File: src/design/ses_pkg.sv
// Shared types, constants and the microcode table of the encoder speed estimator.
package ses_pkg;

    // Field widths fixed by the interface
    localparam int POS_W     = 16;
    localparam int PULSE_W   = 16;
    localparam int SPEED_W   = 32;
    localparam int GAIN_W    = 32;
    localparam int THRESH_W  = 31;
    localparam int CPR_W     = 16;
    localparam int CFG_IDX_W = 3;
    localparam int CFG_DAT_W = 32;

    localparam int COUNT_BITS_DEFAULT = 16;

    localparam logic [CPR_W-1:0] CPR_RESET = CPR_W'(4096);

    // Glitch window is a quarter revolution
    localparam int WIN_W  = CPR_W - 2;
    localparam int KEPT_W = WIN_W + 3;

    // Smoothing: (new + 9 * old + 5) / 10
    localparam int SMOOTH_DIV = 10;
    localparam int ROUND_HALF = 5;

    // Shared serial divider
    localparam int DIV_W      = 52;
    localparam int DIVISOR_W  = PULSE_W;
    localparam int DIV_CNT_W  = 5;
    localparam int FNUM_W     = 36;
    localparam int PROD_W     = 50;

    typedef enum logic [1:0] {
        DIV_LEN_32 = 2'd0,
        DIV_LEN_36 = 2'd1,
        DIV_LEN_52 = 2'd2
    } div_len_t;

    typedef enum logic [CFG_IDX_W-1:0] {
        REG_COUNTS_PER_REV = 3'd0,
        REG_FIXED_GAIN     = 3'd1,
        REG_TIMED_GAIN     = 3'd2,
        REG_HIGH_THRESHOLD = 3'd3,
        REG_LOW_THRESHOLD  = 3'd4
    } cfg_reg_t;

    typedef enum logic [3:0] {
        OP_NOP        = 4'd0,
        OP_LOAD       = 4'd1,
        OP_DIV_RAW    = 4'd2,
        OP_FACTOR_NUM = 4'd3,
        OP_FACTOR_SET = 4'd4,
        OP_MUL        = 4'd5,
        OP_SPEED_NUM  = 4'd6,
        OP_SPEED_SET  = 4'd7,
        OP_EMIT       = 4'd8
    } op_t;

    typedef enum logic [2:0] {
        COND_NEVER       = 3'd0,
        COND_NO_INPUT    = 3'd1,
        COND_SKIP_FACTOR = 3'd2,
        COND_DIV_BUSY    = 3'd3,
        COND_OUT_BLOCKED = 3'd4
    } cond_t;

    localparam int STEP_W = 4;

    localparam logic [STEP_W-1:0] ST_WAIT       = 4'd0;
    localparam logic [STEP_W-1:0] ST_BRANCH     = 4'd1;
    localparam logic [STEP_W-1:0] ST_DIV_RAW    = 4'd2;
    localparam logic [STEP_W-1:0] ST_RAW_RUN    = 4'd3;
    localparam logic [STEP_W-1:0] ST_FACTOR_NUM = 4'd4;
    localparam logic [STEP_W-1:0] ST_FACTOR_RUN = 4'd5;
    localparam logic [STEP_W-1:0] ST_FACTOR_SET = 4'd6;
    localparam logic [STEP_W-1:0] ST_MUL        = 4'd7;
    localparam logic [STEP_W-1:0] ST_SPEED_NUM  = 4'd8;
    localparam logic [STEP_W-1:0] ST_SPEED_RUN  = 4'd9;
    localparam logic [STEP_W-1:0] ST_SPEED_SET  = 4'd10;
    localparam logic [STEP_W-1:0] ST_EMIT       = 4'd11;

    typedef struct packed {
        op_t               op;
        cond_t             cond;
        logic [STEP_W-1:0] target;
        logic              last;
    } ucode_t;

    typedef struct packed {
        logic in_valid;
        logic skip_factor;
        logic div_busy;
        logic out_blocked;
    } status_t;

    // Control store: jump to target on condition, else advance or, if last, wait
    function automatic ucode_t ucode_rom(input logic [STEP_W-1:0] step);
        ucode_t w;
        begin
            case (step)
                ST_WAIT:       w = '{OP_LOAD,       COND_NO_INPUT,    ST_WAIT,       1'b0};
                ST_BRANCH:     w = '{OP_NOP,        COND_SKIP_FACTOR, ST_MUL,        1'b0};
                ST_DIV_RAW:    w = '{OP_DIV_RAW,    COND_NEVER,       ST_WAIT,       1'b0};
                ST_RAW_RUN:    w = '{OP_NOP,        COND_DIV_BUSY,    ST_RAW_RUN,    1'b0};
                ST_FACTOR_NUM: w = '{OP_FACTOR_NUM, COND_NEVER,       ST_WAIT,       1'b0};
                ST_FACTOR_RUN: w = '{OP_NOP,        COND_DIV_BUSY,    ST_FACTOR_RUN, 1'b0};
                ST_FACTOR_SET: w = '{OP_FACTOR_SET, COND_NEVER,       ST_WAIT,       1'b0};
                ST_MUL:        w = '{OP_MUL,        COND_NEVER,       ST_WAIT,       1'b0};
                ST_SPEED_NUM:  w = '{OP_SPEED_NUM,  COND_NEVER,       ST_WAIT,       1'b0};
                ST_SPEED_RUN:  w = '{OP_NOP,        COND_DIV_BUSY,    ST_SPEED_RUN,  1'b0};
                ST_SPEED_SET:  w = '{OP_SPEED_SET,  COND_NEVER,       ST_WAIT,       1'b0};
                ST_EMIT:       w = '{OP_EMIT,       COND_OUT_BLOCKED, ST_EMIT,       1'b1};
                default:       w = '{OP_NOP,        COND_NEVER,       ST_WAIT,       1'b1};
            endcase
            return w;
        end
    endfunction

endpackage

File: src/design/ses_if.sv
// Channel interfaces: input items, result items and register writes.
interface ses_in_if;
    logic                                valid;
    logic                                ready;
    logic        [ses_pkg::POS_W-1:0]   position_count;
    logic        [ses_pkg::PULSE_W-1:0] pulse_count;
    logic signed [ses_pkg::SPEED_W-1:0] target_speed;

    modport source (output valid, position_count, pulse_count, target_speed, input ready);
    modport sink   (input valid, position_count, pulse_count, target_speed, output ready);
endinterface

interface ses_out_if;
    logic                                valid;
    logic                                ready;
    logic signed [ses_pkg::SPEED_W-1:0] speed;
    logic                                timed_mode;
    logic                                zero_pulse;

    modport source (output valid, speed, timed_mode, zero_pulse, input ready);
    modport sink   (input valid, speed, timed_mode, zero_pulse, output ready);
endinterface

interface ses_cfg_if;
    logic                                valid;
    logic                                ready;
    logic [ses_pkg::CFG_IDX_W-1:0]      index;
    logic [ses_pkg::CFG_DAT_W-1:0]      data;

    modport source (output valid, index, data, input ready);
    modport sink   (input valid, index, data, output ready);
endinterface

File: src/design/ses_divider.sv
// Shared restoring divider, two quotient bits per cycle.
module ses_divider (
    input  logic                               clk,
    input  logic                               rst_n,
    input  logic                               start,
    input  ses_pkg::div_len_t                  len,
    input  logic [ses_pkg::DIV_W-1:0]          dividend,
    input  logic [ses_pkg::DIVISOR_W-1:0]      divisor,
    output logic                               busy,
    output logic [ses_pkg::DIV_W-1:0]          quotient
);

    localparam int DW = ses_pkg::DIV_W;
    localparam int VW = ses_pkg::DIVISOR_W;
    localparam int CW = ses_pkg::DIV_CNT_W;

    logic [DW-1:0] work_reg;
    logic [VW-1:0] rem_reg;
    logic [VW-1:0] dvsr_reg;
    logic [CW-1:0] count_reg;

    logic [DW-1:0] align;
    logic [CW-1:0] steps;
    logic [VW:0]   r1;
    logic [VW:0]   r2;
    logic          ge1;
    logic          ge2;
    logic [VW-1:0] rem1;
    logic [VW-1:0] rem2;

    // Left-align the dividend so its top bit enters first
    always_comb
    begin
        case (len)
            ses_pkg::DIV_LEN_32:
            begin
                align = dividend << (DW - 32);
                steps = CW'(16);
            end
            ses_pkg::DIV_LEN_36:
            begin
                align = dividend << (DW - 36);
                steps = CW'(18);
            end
            default:
            begin
                align = dividend;
                steps = CW'(DW / 2);
            end
        endcase
    end

    always_comb
    begin
        r1   = {rem_reg, work_reg[DW-1]};
        ge1  = r1 >= {1'b0, dvsr_reg};
        rem1 = ge1 ? VW'(r1 - {1'b0, dvsr_reg}) : VW'(r1);
        r2   = {rem1, work_reg[DW-2]};
        ge2  = r2 >= {1'b0, dvsr_reg};
        rem2 = ge2 ? VW'(r2 - {1'b0, dvsr_reg}) : VW'(r2);
    end

    always_ff @(posedge clk or negedge rst_n)
    begin
        if (!rst_n)
        begin
            count_reg <= '0;
        end
        else if (start)
        begin
            count_reg <= steps;
        end
        else if (count_reg != '0)
        begin
            count_reg <= count_reg - CW'(1);
        end
    end

    always_ff @(posedge clk)
    begin
        if (start)
        begin
            work_reg <= align;
            rem_reg  <= '0;
            dvsr_reg <= divisor;
        end
        else if (count_reg != '0)
        begin
            work_reg <= {work_reg[DW-3:0], ge1, ge2};
            rem_reg  <= rem2;
        end
    end

    // Busy until the cycle that retires the last pair of bits
    assign busy     = count_reg > CW'(1);
    assign quotient = work_reg;

endmodule

File: src/design/ses_sequencer.sv
// Step counter and control store of the estimator.
module ses_sequencer (
    input  logic             clk,
    input  logic             rst_n,
    input  ses_pkg::status_t status,
    output ses_pkg::ucode_t  ctl
);

    logic [ses_pkg::STEP_W-1:0] pc_reg;
    logic [ses_pkg::STEP_W-1:0] pc_next;
    logic                       taken;

    assign ctl = ses_pkg::ucode_rom(pc_reg);

    always_comb
    begin
        case (ctl.cond)
            ses_pkg::COND_NO_INPUT:    taken = !status.in_valid;
            ses_pkg::COND_SKIP_FACTOR: taken = status.skip_factor;
            ses_pkg::COND_DIV_BUSY:    taken = status.div_busy;
            ses_pkg::COND_OUT_BLOCKED: taken = status.out_blocked;
            default:                   taken = 1'b0;
        endcase
    end

    always_comb
    begin
        if (taken)
        begin
            pc_next = ctl.target;
        end
        else if (ctl.last)
        begin
            pc_next = ses_pkg::ST_WAIT;
        end
        else
        begin
            pc_next = pc_reg + ses_pkg::STEP_W'(1);
        end
    end

    always_ff @(posedge clk or negedge rst_n)
    begin
        if (!rst_n)
        begin
            pc_reg <= ses_pkg::ST_WAIT;
        end
        else
        begin
            pc_reg <= pc_next;
        end
    end

endmodule

File: src/design/encoder_speed_estimator_top.sv
// Encoder speed estimator: datapath, registers and result buffer around the sequencer.
//
//  channel  direction  carries
//  -------  ---------  ---------------------------------------------------
//  item     in         position_count, pulse_count, target_speed
//  result   out        speed, timed_mode, zero_pulse
//  cfg      in         index, data (register write, always ready)
//
// An item in timed mode takes three passes of the shared divider, at two
// quotient bits per cycle: raw factor, smoothed factor and speed.
// In fixed mode or with a zero pulse count only the speed division runs.
// Reset puts the sequencer at its wait step, the estimator in timed mode with
// zero state and counts_per_rev at 4096.
// A result waits in an output register; the sequencer holds at its last step
// only while that register is still full and result.ready is low.
module encoder_speed_estimator_top #(
    parameter int COUNT_BITS = ses_pkg::COUNT_BITS_DEFAULT
) (
    input  logic clk,
    input  logic rst_n,
    ses_in_if.sink    item,
    ses_out_if.source result,
    ses_cfg_if.sink   cfg
);

    localparam int EXT_W  = (COUNT_BITS > ses_pkg::POS_W) ? COUNT_BITS : ses_pkg::POS_W;
    localparam int DIFF_W = COUNT_BITS + 1;
    localparam int CMP_W  = (DIFF_W > ses_pkg::WIN_W) ? DIFF_W : ses_pkg::WIN_W;
    localparam int KW     = ses_pkg::KEPT_W;
    localparam int SW     = ses_pkg::SPEED_W;
    localparam int GW     = ses_pkg::GAIN_W;
    localparam int PW     = ses_pkg::PROD_W;
    localparam int DW     = ses_pkg::DIV_W;
    localparam int FW     = ses_pkg::FNUM_W;

    localparam logic [DW-1:0] SAT_NEG_MAG = DW'(64'h8000_0000);
    localparam logic [DW-1:0] SAT_POS_MAG = DW'(64'h7FFF_FFFF);

    // Configuration
    logic [ses_pkg::CPR_W-1:0]    cpr_reg;
    logic [GW-1:0]                fixed_gain_reg;
    logic [GW-1:0]                timed_gain_reg;
    logic [ses_pkg::THRESH_W-1:0] high_thr_reg;
    logic [ses_pkg::THRESH_W-1:0] low_thr_reg;

    // Estimator state
    logic [COUNT_BITS-1:0] last_count_reg;
    logic signed [KW-1:0]  kept_reg;
    logic signed [SW-1:0]  speed_reg;
    logic [GW-1:0]         factor_reg;
    logic                  use_timing_reg;

    // Per-item working registers
    logic [ses_pkg::PULSE_W-1:0] pulses_reg;
    logic [SW-1:0]               mag_reg;
    logic                        timed_reg;
    logic                        zero_reg;
    logic signed [PW-1:0]        prod_reg;
    logic                        neg_reg;

    // Result buffer
    logic                 out_valid_reg;
    logic signed [SW-1:0] out_speed_reg;
    logic                 out_timed_reg;
    logic                 out_zero_reg;

    ses_pkg::ucode_t  ctl;
    ses_pkg::status_t status;

    logic                          accept;
    logic [EXT_W-1:0]              pos_wide;
    logic [COUNT_BITS-1:0]         now;
    logic signed [DIFF_W-1:0]      diff;
    logic [DIFF_W-1:0]             diff_abs;
    logic                          window_ok;
    logic [SW-1:0]                 tgt_raw;
    logic [SW-1:0]                 tgt_mag;
    logic [FW-1:0]                 fnum;
    logic [GW-1:0]                 gain_sel;
    logic signed [PW-1:0]          snum;
    logic [PW-1:0]                 snum_mag;
    logic [SW-1:0]                 speed_next;
    logic                          out_blocked;
    logic                          emit;

    logic                          div_start;
    ses_pkg::div_len_t             div_len;
    logic [DW-1:0]                 div_dividend;
    logic [ses_pkg::DIVISOR_W-1:0] div_divisor;
    logic                          div_busy;
    logic [DW-1:0]                 div_q;

    ses_sequencer u_seq (
        .clk    (clk),
        .rst_n  (rst_n),
        .status (status),
        .ctl    (ctl)
    );

    ses_divider u_div (
        .clk      (clk),
        .rst_n    (rst_n),
        .start    (div_start),
        .len      (div_len),
        .dividend (div_dividend),
        .divisor  (div_divisor),
        .busy     (div_busy),
        .quotient (div_q)
    );

    assign item.ready = (ctl.op == ses_pkg::OP_LOAD);
    assign accept     = item.ready && item.valid;
    assign cfg.ready  = 1'b1;

    assign out_blocked = out_valid_reg && !result.ready;
    assign emit        = (ctl.op == ses_pkg::OP_EMIT) && !out_blocked;

    assign status.in_valid    = item.valid;
    assign status.skip_factor = !timed_reg || zero_reg;
    assign status.div_busy    = div_busy;
    assign status.out_blocked = out_blocked;

    // Count difference and quarter-revolution window
    assign pos_wide  = EXT_W'(item.position_count);
    assign now       = pos_wide[COUNT_BITS-1:0];
    assign diff      = $signed({1'b0, now}) - $signed({1'b0, last_count_reg});
    assign diff_abs  = diff[DIFF_W-1] ? $unsigned(-diff) : $unsigned(diff);
    assign window_ok = CMP_W'(diff_abs) < CMP_W'(cpr_reg[ses_pkg::CPR_W-1:2]);

    assign tgt_raw = item.target_speed;
    assign tgt_mag = tgt_raw[SW-1] ? (~tgt_raw + SW'(1)) : tgt_raw;

    // raw + 9 * factor + 5
    assign fnum = FW'(div_q[GW-1:0]) + FW'(factor_reg) + (FW'(factor_reg) << 3)
                + FW'(ses_pkg::ROUND_HALF);

    assign gain_sel = timed_reg ? factor_reg : fixed_gain_reg;

    // difference * gain + 9 * speed, rounded away from zero on the magnitude
    assign snum     = prod_reg + PW'(speed_reg) + (PW'(speed_reg) <<< 3);
    assign snum_mag = snum[PW-1] ? $unsigned(-snum) : $unsigned(snum);

    always_comb
    begin
        if (neg_reg)
        begin
            speed_next = (div_q > SAT_NEG_MAG) ? SW'(32'h8000_0000)
                                               : (SW'(0) - div_q[SW-1:0]);
        end
        else
        begin
            speed_next = (div_q > SAT_POS_MAG) ? SW'(32'h7FFF_FFFF) : div_q[SW-1:0];
        end
    end

    always_comb
    begin
        div_start    = 1'b0;
        div_len      = ses_pkg::DIV_LEN_52;
        div_dividend = DW'(snum_mag) + DW'(ses_pkg::ROUND_HALF);
        div_divisor  = ses_pkg::DIVISOR_W'(ses_pkg::SMOOTH_DIV);
        case (ctl.op)
            ses_pkg::OP_DIV_RAW:
            begin
                div_start    = 1'b1;
                div_len      = ses_pkg::DIV_LEN_32;
                div_dividend = DW'(timed_gain_reg);
                div_divisor  = pulses_reg;
            end
            ses_pkg::OP_FACTOR_NUM:
            begin
                div_start    = 1'b1;
                div_len      = ses_pkg::DIV_LEN_36;
                div_dividend = DW'(fnum);
            end
            ses_pkg::OP_SPEED_NUM:
            begin
                div_start    = 1'b1;
            end
            default:
            begin
                div_start    = 1'b0;
            end
        endcase
    end

    // Register writes
    always_ff @(posedge clk or negedge rst_n)
    begin
        if (!rst_n)
        begin
            cpr_reg        <= ses_pkg::CPR_RESET;
            fixed_gain_reg <= '0;
            timed_gain_reg <= '0;
            high_thr_reg   <= '0;
            low_thr_reg    <= '0;
        end
        else if (cfg.valid)
        begin
            case (cfg.index)
                ses_pkg::REG_COUNTS_PER_REV: cpr_reg        <= cfg.data[ses_pkg::CPR_W-1:0];
                ses_pkg::REG_FIXED_GAIN:     fixed_gain_reg <= cfg.data[GW-1:0];
                ses_pkg::REG_TIMED_GAIN:     timed_gain_reg <= cfg.data[GW-1:0];
                ses_pkg::REG_HIGH_THRESHOLD: high_thr_reg   <= cfg.data[ses_pkg::THRESH_W-1:0];
                ses_pkg::REG_LOW_THRESHOLD:  low_thr_reg    <= cfg.data[ses_pkg::THRESH_W-1:0];
                default:                     cpr_reg        <= cpr_reg;
            endcase
        end
    end

    // Estimator state
    always_ff @(posedge clk or negedge rst_n)
    begin
        if (!rst_n)
        begin
            last_count_reg <= '0;
            kept_reg       <= '0;
            speed_reg      <= '0;
            factor_reg     <= '0;
            use_timing_reg <= 1'b1;
        end
        else
        begin
            if (accept)
            begin
                last_count_reg <= now;
                if (window_ok)
                begin
                    kept_reg <= KW'(diff);
                end
            end
            if (ctl.op == ses_pkg::OP_FACTOR_SET)
            begin
                factor_reg <= div_q[GW-1:0];
            end
            if (ctl.op == ses_pkg::OP_SPEED_SET)
            begin
                speed_reg <= speed_next;
                // Hysteresis on the target magnitude
                if (timed_reg)
                begin
                    if (mag_reg > SW'(high_thr_reg))
                    begin
                        use_timing_reg <= 1'b0;
                    end
                end
                else if (mag_reg < SW'(low_thr_reg))
                begin
                    use_timing_reg <= 1'b1;
                end
            end
        end
    end

    // Working registers
    always_ff @(posedge clk)
    begin
        if (accept)
        begin
            pulses_reg <= item.pulse_count;
            mag_reg    <= tgt_mag;
            timed_reg  <= use_timing_reg;
            zero_reg   <= use_timing_reg && (item.pulse_count == '0);
        end
        if (ctl.op == ses_pkg::OP_MUL)
        begin
            prod_reg <= PW'(kept_reg * $signed({1'b0, gain_sel}));
        end
        if (ctl.op == ses_pkg::OP_SPEED_NUM)
        begin
            neg_reg <= snum[PW-1];
        end
        if (emit)
        begin
            out_speed_reg <= speed_reg;
            out_timed_reg <= timed_reg;
            out_zero_reg  <= zero_reg;
        end
    end

    always_ff @(posedge clk or negedge rst_n)
    begin
        if (!rst_n)
        begin
            out_valid_reg <= 1'b0;
        end
        else if (emit)
        begin
            out_valid_reg <= 1'b1;
        end
        else if (result.ready)
        begin
            out_valid_reg <= 1'b0;
        end
    end

    assign result.valid      = out_valid_reg;
    assign result.speed      = out_speed_reg;
    assign result.timed_mode = out_timed_reg;
    assign result.zero_pulse = out_zero_reg;

    // Checks
    a_zero_only_timed: assert property (@(posedge clk) disable iff (!rst_n)
        out_valid_reg |-> !(out_zero_reg && !out_timed_reg))
        else $error("zero pulse flag reported in fixed mode");

    a_one_item: assert property (@(posedge clk) disable iff (!rst_n)
        accept |=> !item.ready)
        else $error("second item taken while one is in work");

    a_div_idle_on_start: assert property (@(posedge clk) disable iff (!rst_n)
        div_start |-> !div_busy)
        else $error("divider restarted while busy");

    a_mode_change_step: assert property (@(posedge clk) disable iff (!rst_n)
        !$stable(use_timing_reg) |-> $past(ctl.op == ses_pkg::OP_SPEED_SET))
        else $error("mode changed outside the speed update step");

    a_result_from_emit: assert property (@(posedge clk) disable iff (!rst_n)
        $rose(out_valid_reg) |-> $past(ctl.op == ses_pkg::OP_EMIT))
        else $error("result raised outside the emit step");

endmodule

File: src/flat_wrapper.sv
// flat-port wrapper written by rule: the top's interface ports become plain ports
module encoder_speed_estimator_top_flat 
#(
    parameter int COUNT_BITS = ses_pkg::COUNT_BITS_DEFAULT
)
  (clk, rst_n, item_valid, item_position_count, item_pulse_count, item_target_speed, item_ready, result_valid, result_speed, result_timed_mode, result_zero_pulse, result_ready, cfg_valid, cfg_index, cfg_data, cfg_ready);
  ses_in_if item_i ();
  ses_out_if result_i ();
  ses_cfg_if cfg_i ();
  input  logic clk;
  input  logic rst_n;
  input wire logic [$bits(item_i.valid)-1:0] item_valid;
  input wire logic [$bits(item_i.position_count)-1:0] item_position_count;
  input wire logic [$bits(item_i.pulse_count)-1:0] item_pulse_count;
  input wire logic [$bits(item_i.target_speed)-1:0] item_target_speed;
  output wire logic [$bits(item_i.ready)-1:0] item_ready;
  output wire logic [$bits(result_i.valid)-1:0] result_valid;
  output wire logic [$bits(result_i.speed)-1:0] result_speed;
  output wire logic [$bits(result_i.timed_mode)-1:0] result_timed_mode;
  output wire logic [$bits(result_i.zero_pulse)-1:0] result_zero_pulse;
  input wire logic [$bits(result_i.ready)-1:0] result_ready;
  input wire logic [$bits(cfg_i.valid)-1:0] cfg_valid;
  input wire logic [$bits(cfg_i.index)-1:0] cfg_index;
  input wire logic [$bits(cfg_i.data)-1:0] cfg_data;
  output wire logic [$bits(cfg_i.ready)-1:0] cfg_ready;
  assign item_i.valid = item_valid;
  assign item_i.position_count = item_position_count;
  assign item_i.pulse_count = item_pulse_count;
  assign item_i.target_speed = item_target_speed;
  assign item_ready = item_i.ready;
  assign result_valid = result_i.valid;
  assign result_speed = result_i.speed;
  assign result_timed_mode = result_i.timed_mode;
  assign result_zero_pulse = result_i.zero_pulse;
  assign result_i.ready = result_ready;
  assign cfg_i.valid = cfg_valid;
  assign cfg_i.index = cfg_index;
  assign cfg_i.data = cfg_data;
  assign cfg_ready = cfg_i.ready;
  encoder_speed_estimator_top #(.COUNT_BITS(COUNT_BITS)) u_core (.clk(clk), .rst_n(rst_n), .item(item_i), .result(result_i), .cfg(cfg_i));
endmodule
File: config.mk
export PLATFORM = sky130hd
export DESIGN_NAME = encoder_speed_estimator_top_flat
export DESIGN_NICKNAME = d
export VERILOG_FILES = /design/src/design/ses_pkg.sv /design/src/design/ses_if.sv /design/src/design/ses_divider.sv /design/src/design/ses_sequencer.sv /design/src/design/encoder_speed_estimator_top.sv /design/src/flat_wrapper.sv
export SDC_FILE = /design/constraint.sdc
export NUM_CORES = 2
export LEC_CHECK = 0
export CAP_MARGIN = 20
export CORE_ASPECT_RATIO = 1.4
export CORE_MARGIN = 2
export CORE_UTILIZATION = 25
export DETAILED_ROUTE_END_ITERATION = 10
export DONT_BUFFER_PORTS = 1
export GPL_TIMING_DRIVEN = 0
export SLEW_MARGIN = 20
export SYNTH_ARGS = -nofsm -noshare
export SYNTH_HDL_FRONTEND = slang
export SYNTH_HIERARCHICAL = 1
export SYNTH_SLANG_ARGS = --single-unit
File: constraint.sdc
create_clock -name clk -period 16.8 [get_ports clk]
set_input_delay 2.52 -clock clk [delete_from_list [all_inputs] [get_ports clk]]
set_output_delay 2.52 -clock clk [all_outputs]
set_load 0.01 [all_outputs]
; Yosys cells after proc, flatten, opt, wreduce, memory -nomap -nowiden
; Memories as Yosys holds them, arrays and structs flattened.
; Index checks and enable logic that the tools add are counted.
[totals]
ff_bits = 469
mem_bits_ro = 192
output_inout_bits = 37
word_cells = 120
mem_count = 1
[classes]
addsub = 15
multipliers = 1
magnitude_cmp = 8
eq_ne = 18
n_mux = 26
bitwise_logic = 1
reduce_logical = 24
[mem_list]
columns = name, words, width, read_ports, rd_clocked_by_memory_dff, write_ports, line_no
row1 = (name not given), 16, 12, 1, 0, 0, ses_pkg.sv:100  ; case (step)
[op_table]
columns = op, count
row1 = case mux 52 bit (2 select lines), 2
row2 = two-way mux 32 bit, 4
row3 = two-way mux 52 bit, 2
row4 = greater-than comparator 52 x 31 -> 1 bit (second input constant), 1
row5 = greater-than comparator 52 x 32 -> 1 bit (second input constant), 1
row6 = adder 50 x 3 -> 51 bit (second input constant), 1
row7 = adder 50 x 32 -> 50 bit, 1
row8 = adder 50 x 35 -> 50 bit, 1
row9 = multiplier 17 x 33 -> 50 bit, 1
row10 = two-way mux 50 bit, 1
row11 = negation 50 bit, 1
row12 = adder 36 x 3 -> 36 bit (second input constant), 1
row13 = adder 36 x 35 -> 36 bit, 1
row14 = >= comparator 17 x 16 -> 1 bit, 2
row15 = adder 32 x 32 -> 33 bit, 1
row16 = adder 32 x 1 -> 32 bit (second input constant), 1
row17 = greater-than comparator 32 x 31 -> 1 bit, 1
row18 = < comparator 32 x 31 -> 1 bit, 1
row19 = two-way mux 16 bit, 2
row20 = inverter 32 bit, 1
row21 = subtractor 1 x 32 -> 32 bit (first input constant), 1
row22 = subtractor 16 bit, 2
row23 = two-way mux 31 bit, 1
row24 = < comparator 17 x 14 -> 1 bit, 1
row25 = 32 further kinds, 61

; Depth between registers and ports, before layout
[depth]
depth_word = 8
ltp_mapped = 34
depth_no_buf = 32

; Modules after synthesis
; The synthesis kept the hierarchy.
[by_module_without_submodules]
columns = mod, instances, cells_each, area_each_um2, seq_area_each_um2
row1 = encoder_speed_estimator_top, 1, 4897, 45526.2, 10037.1
row2 = ses_divider, 1, 621, 6164.7, 2487.4
row3 = ses_sequencer, 1, 73, 585.6, 100.1

; Least setup slack after synthesis
; No wires, ideal clock.
[synth_timing]
path_kind = input port to flip-flop
startpoint = input item_position_count[0]
endpoint = register u_core.kept_reg[10]
setup_ps = 125
arrival_time_ps = 8725
t_required_ps = 16675
path_slack_ps = 7951
stages = 34
cell_sequence = inv_1 > ha_1 > inv_1 > fa_1 > a21o_1 > a21oi_1 > o21ai_0 > a21oi_1 > o21bai_1 > a41o_1 > o41ai_1 > o21ai_0 > a21o_1 > a21oi_1 > clkbuf_1 > nand2_1 > o21ai_0 > ha_1 > a21boi_0 > o21a_1 > o21a_1 > o21a_1 > o21a_1 > o21a_1 > o21ai_0 > nand2b_1 > a21oi_1 > o21ai_0 > a21o_1 > a211oi_1 > o21ai_1 > nor2_1 > clkbuf_1 > mux2_2
[synth_via]
elab_chain_len = 5
[synth_rtl]
columns = item, line_no
row1 = from (decl), flat_wrapper.sv:13  ; input wire logic [$bits(item_i.position_count)-1:0] item_position_count;
row2 = subtractor 16 x 16 -> 17 bit *, encoder_speed_estimator_top.sv:126  ; assign diff = $signed({1'b0, now}) - $signed({1'b0, last_count_reg});
row3 = negation 17 bit, encoder_speed_estimator_top.sv:127  ; assign diff_abs = diff[DIFF_W-1] ? $unsigned(-diff) : $unsigned(diff);
row4 = two-way mux 17 bit, encoder_speed_estimator_top.sv:127
row5 = < comparator 17 x 14 -> 1 bit, encoder_speed_estimator_top.sv:128  ; assign window_ok = CMP_W'(diff_abs) < CMP_W'(cpr_reg[ses_pkg::CPR_W-1:2]);
row6 = AND reduction 2 bit (no line), n/a
row7 = to (signal assigned), encoder_speed_estimator_top.sv:229  ; kept_reg <= KW'(diff);
row8 = to (decl), encoder_speed_estimator_top.sv:48  ; logic signed [KW-1:0] kept_reg;
; Every way passes the cells marked *; elsewhere a longest branch is shown, timed or not.
; A chain may end at the register's enable or synchronous reset.

; Final worst setup path
[layout_timing]
startpoint = register u_core.timed_reg
endpoint = register u_core.prod_reg[49], data pin
[layout_via]
elab_chain_len = 2
[layout_rtl]
columns = item, line_no
row1 = from (decl), encoder_speed_estimator_top.sv:56  ; logic timed_reg;
row2 = from (signal assigned), encoder_speed_estimator_top.sv:262  ; timed_reg <= use_timing_reg;
row3 = two-way mux 32 bit, encoder_speed_estimator_top.sv:137  ; assign gain_sel = timed_reg ? factor_reg : fixed_gain_reg;
row4 = multiplier 17 x 33 -> 50 bit, encoder_speed_estimator_top.sv:267  ; prod_reg <= PW'(kept_reg * $signed({1'b0, gain_sel}));
row5 = to (signal assigned), encoder_speed_estimator_top.sv:267
row6 = to (decl), encoder_speed_estimator_top.sv:58  ; logic signed [PW-1:0] prod_reg;
; No other way between the ends.

==> impl_results.md <==
* Run status: completed
* Number of antenna violations at the first check in global routing at 6
* Flip-flop count of the largest register after layout at 52
* Delay of the slowest critical-path stage at 0.74 ns
* CP max-delay cell: a31oi_1
* Total number of vias at 41,800
* Final count of negative-setup-slack endpoints at 0
* DP Wirelength at approximately 150,000 um
* Worst Clk Skew at ~0.064 ns
* DR iter-0 viols at 2,917
* Area of the die at 0.213 mm2
* Minimum clock period after layout at between 10 and 15 ns
* Pre-Repair DR Iteration Count at 8
* Worst hold path class: reg -> reg
* Final Util at 0.278
* Max capacitance violation total at 0
* Worst-Skew Late Latency at 0.69 ns
* Setup slack after layout at between 5 and 6 ns
* Number of ports placed on the die boundary at 141
* Total Routed Length at 184,000 um
* Die X at 390 um
* Hold buffers post-CTS at 0
* Kind of end point of the critical path: flop
* Most frequent standard cell in the layout excluding fill and tap cells: inv_1
* Final slew viol count at 0
* Clock tree buffer depth at 3
* Warning count from the yosys run at 6
* Initial Utilization at 0.251
* Hold Worst Slack at around 0.49 ns
* Slew at the pin closest to its max-slew limit at 1.06 ns
* Post-synth design cell area at 0.0522 mm2
* Weighted congestion at the end of routability-driven global placement at 0.995
* Critical setup path kind: reg -> reg
* Y dimension of the die at 545 um
* Area grow syn2layout at 10.4%
* CTS Sinks at 467
* Layout cells sized above 1 at 0.0774
* Number of cells produced by synthesis at 5,583
* DRC errors left at 0
* Post-cts gate resize count at 0
* Leading cell types in the layout, fill and taps excluded: inv_1 (715), nand2_1 (577), fa_1 (514)
* Nature of the critical path startpoint: flop
* Average cell area after synthesis at 9.36 um2
* Max-slew headroom at 0.278
* Number of CTS-inserted buffers at 51
* Critical path required time at 17.20 ns
* Total grt overflow at 0
* Vias per cell at 4.98
* Setup Buffers After CTS at 0
* Clock tree from TritonCTS: built
* Nets at 6,656
* Combined global-route utilization of all metal layers at 0.171
* Detail Route Antenna Nets at 0
* Crit share post-route at 0.665
* Area of the core region at 0.208 mm2
* Clock transition at path regs at 0.07 ns
* Pin count of the biggest net entering global routing at roughly 250
* Placement row count at 198
* Crit path max fanout at 10
* Placement Setup Slack at 5.88 ns
* Data arrival time of the critical path at around 12 ns
* Number of global-route vias before repair at approximately 43,000
* RSZ-0062 raised after global routing: false
* Port buffer count at 0
* Register-to-register path setup slack at between 5 and 6 ns
* Fmax achieved at around 0.090 GHz
* Most numerous cell on the critical path: fa_1
* Number of H-tree levels at 2
* Post-Route Setup TNS at 0 ns
* First-pass GRT wire length at 275,000 um
* CTS Root Cell: clkbuf_16
* Average wire length per cell after detail routing at 21.9 um
* Hold violation count in the final report at 0
==> per-stage QoR <==
stage	cells	instance area, um2
2_1_floorplan	5584	52200
3_3_place_gp	8284	55600
3_5_place_dp	8291	55800
4_1_cts	8387	57700
5_1_grt	8388	57700
6_report	8391	57700
==> path summary, 6_finish.rpt <==
path	startpoint	endpoint	depth (start not counted)
min	u_core/last_count_reg[0]	u_core/last_count_reg[0]	2
max reg2reg	u_core/timed_reg	u_core/prod_reg[49]	30
max in group asynchronous	rst_n	u_core/speed_reg[30]	0
min reg2reg	u_core/last_count_reg[0]	u_core/last_count_reg[0]	2
max	u_core/timed_reg	u_core/prod_reg[49]	30
min in group asynchronous	rst_n	u_core/low_thr_reg[14]	0
==> worst max-delay path, delay by kind of cell, from the launching register on <==
kind,cells,cell delay [ns]
mux,1,0.60
flops,1,0.52
xor+xnor,1,0.13
fa+ha+maj,7,3.44
compound gates,14,3.94
simple gates,1,0.17
buf+inv,6,2.10
==> per-layer routing <==
layer,vias to the layer above,wire [um],global-route usage
li1,19000,-,-
met1,21000,66000,0.181
met2,1322,91700,0.307
met3,495,9360,0.0247
met4,2,16700,0.130
met5,-,9,0
==> layout make-up <==
cell class                 instances  area, um2
fill                           21800     150000
multi-input combinational       4157      35900
sequential                       467      12600
tap                             2700       3380
inverter                         718       2700
clock buffer                      55       1300
buffer                           242       1030
clock inverter                    41        576
timing repair buffer               7        126
antenna                            4       10.0
Power is not shown: default switching activity piles up to over one toggle a cycle in this logic, so the estimate is an artifact.
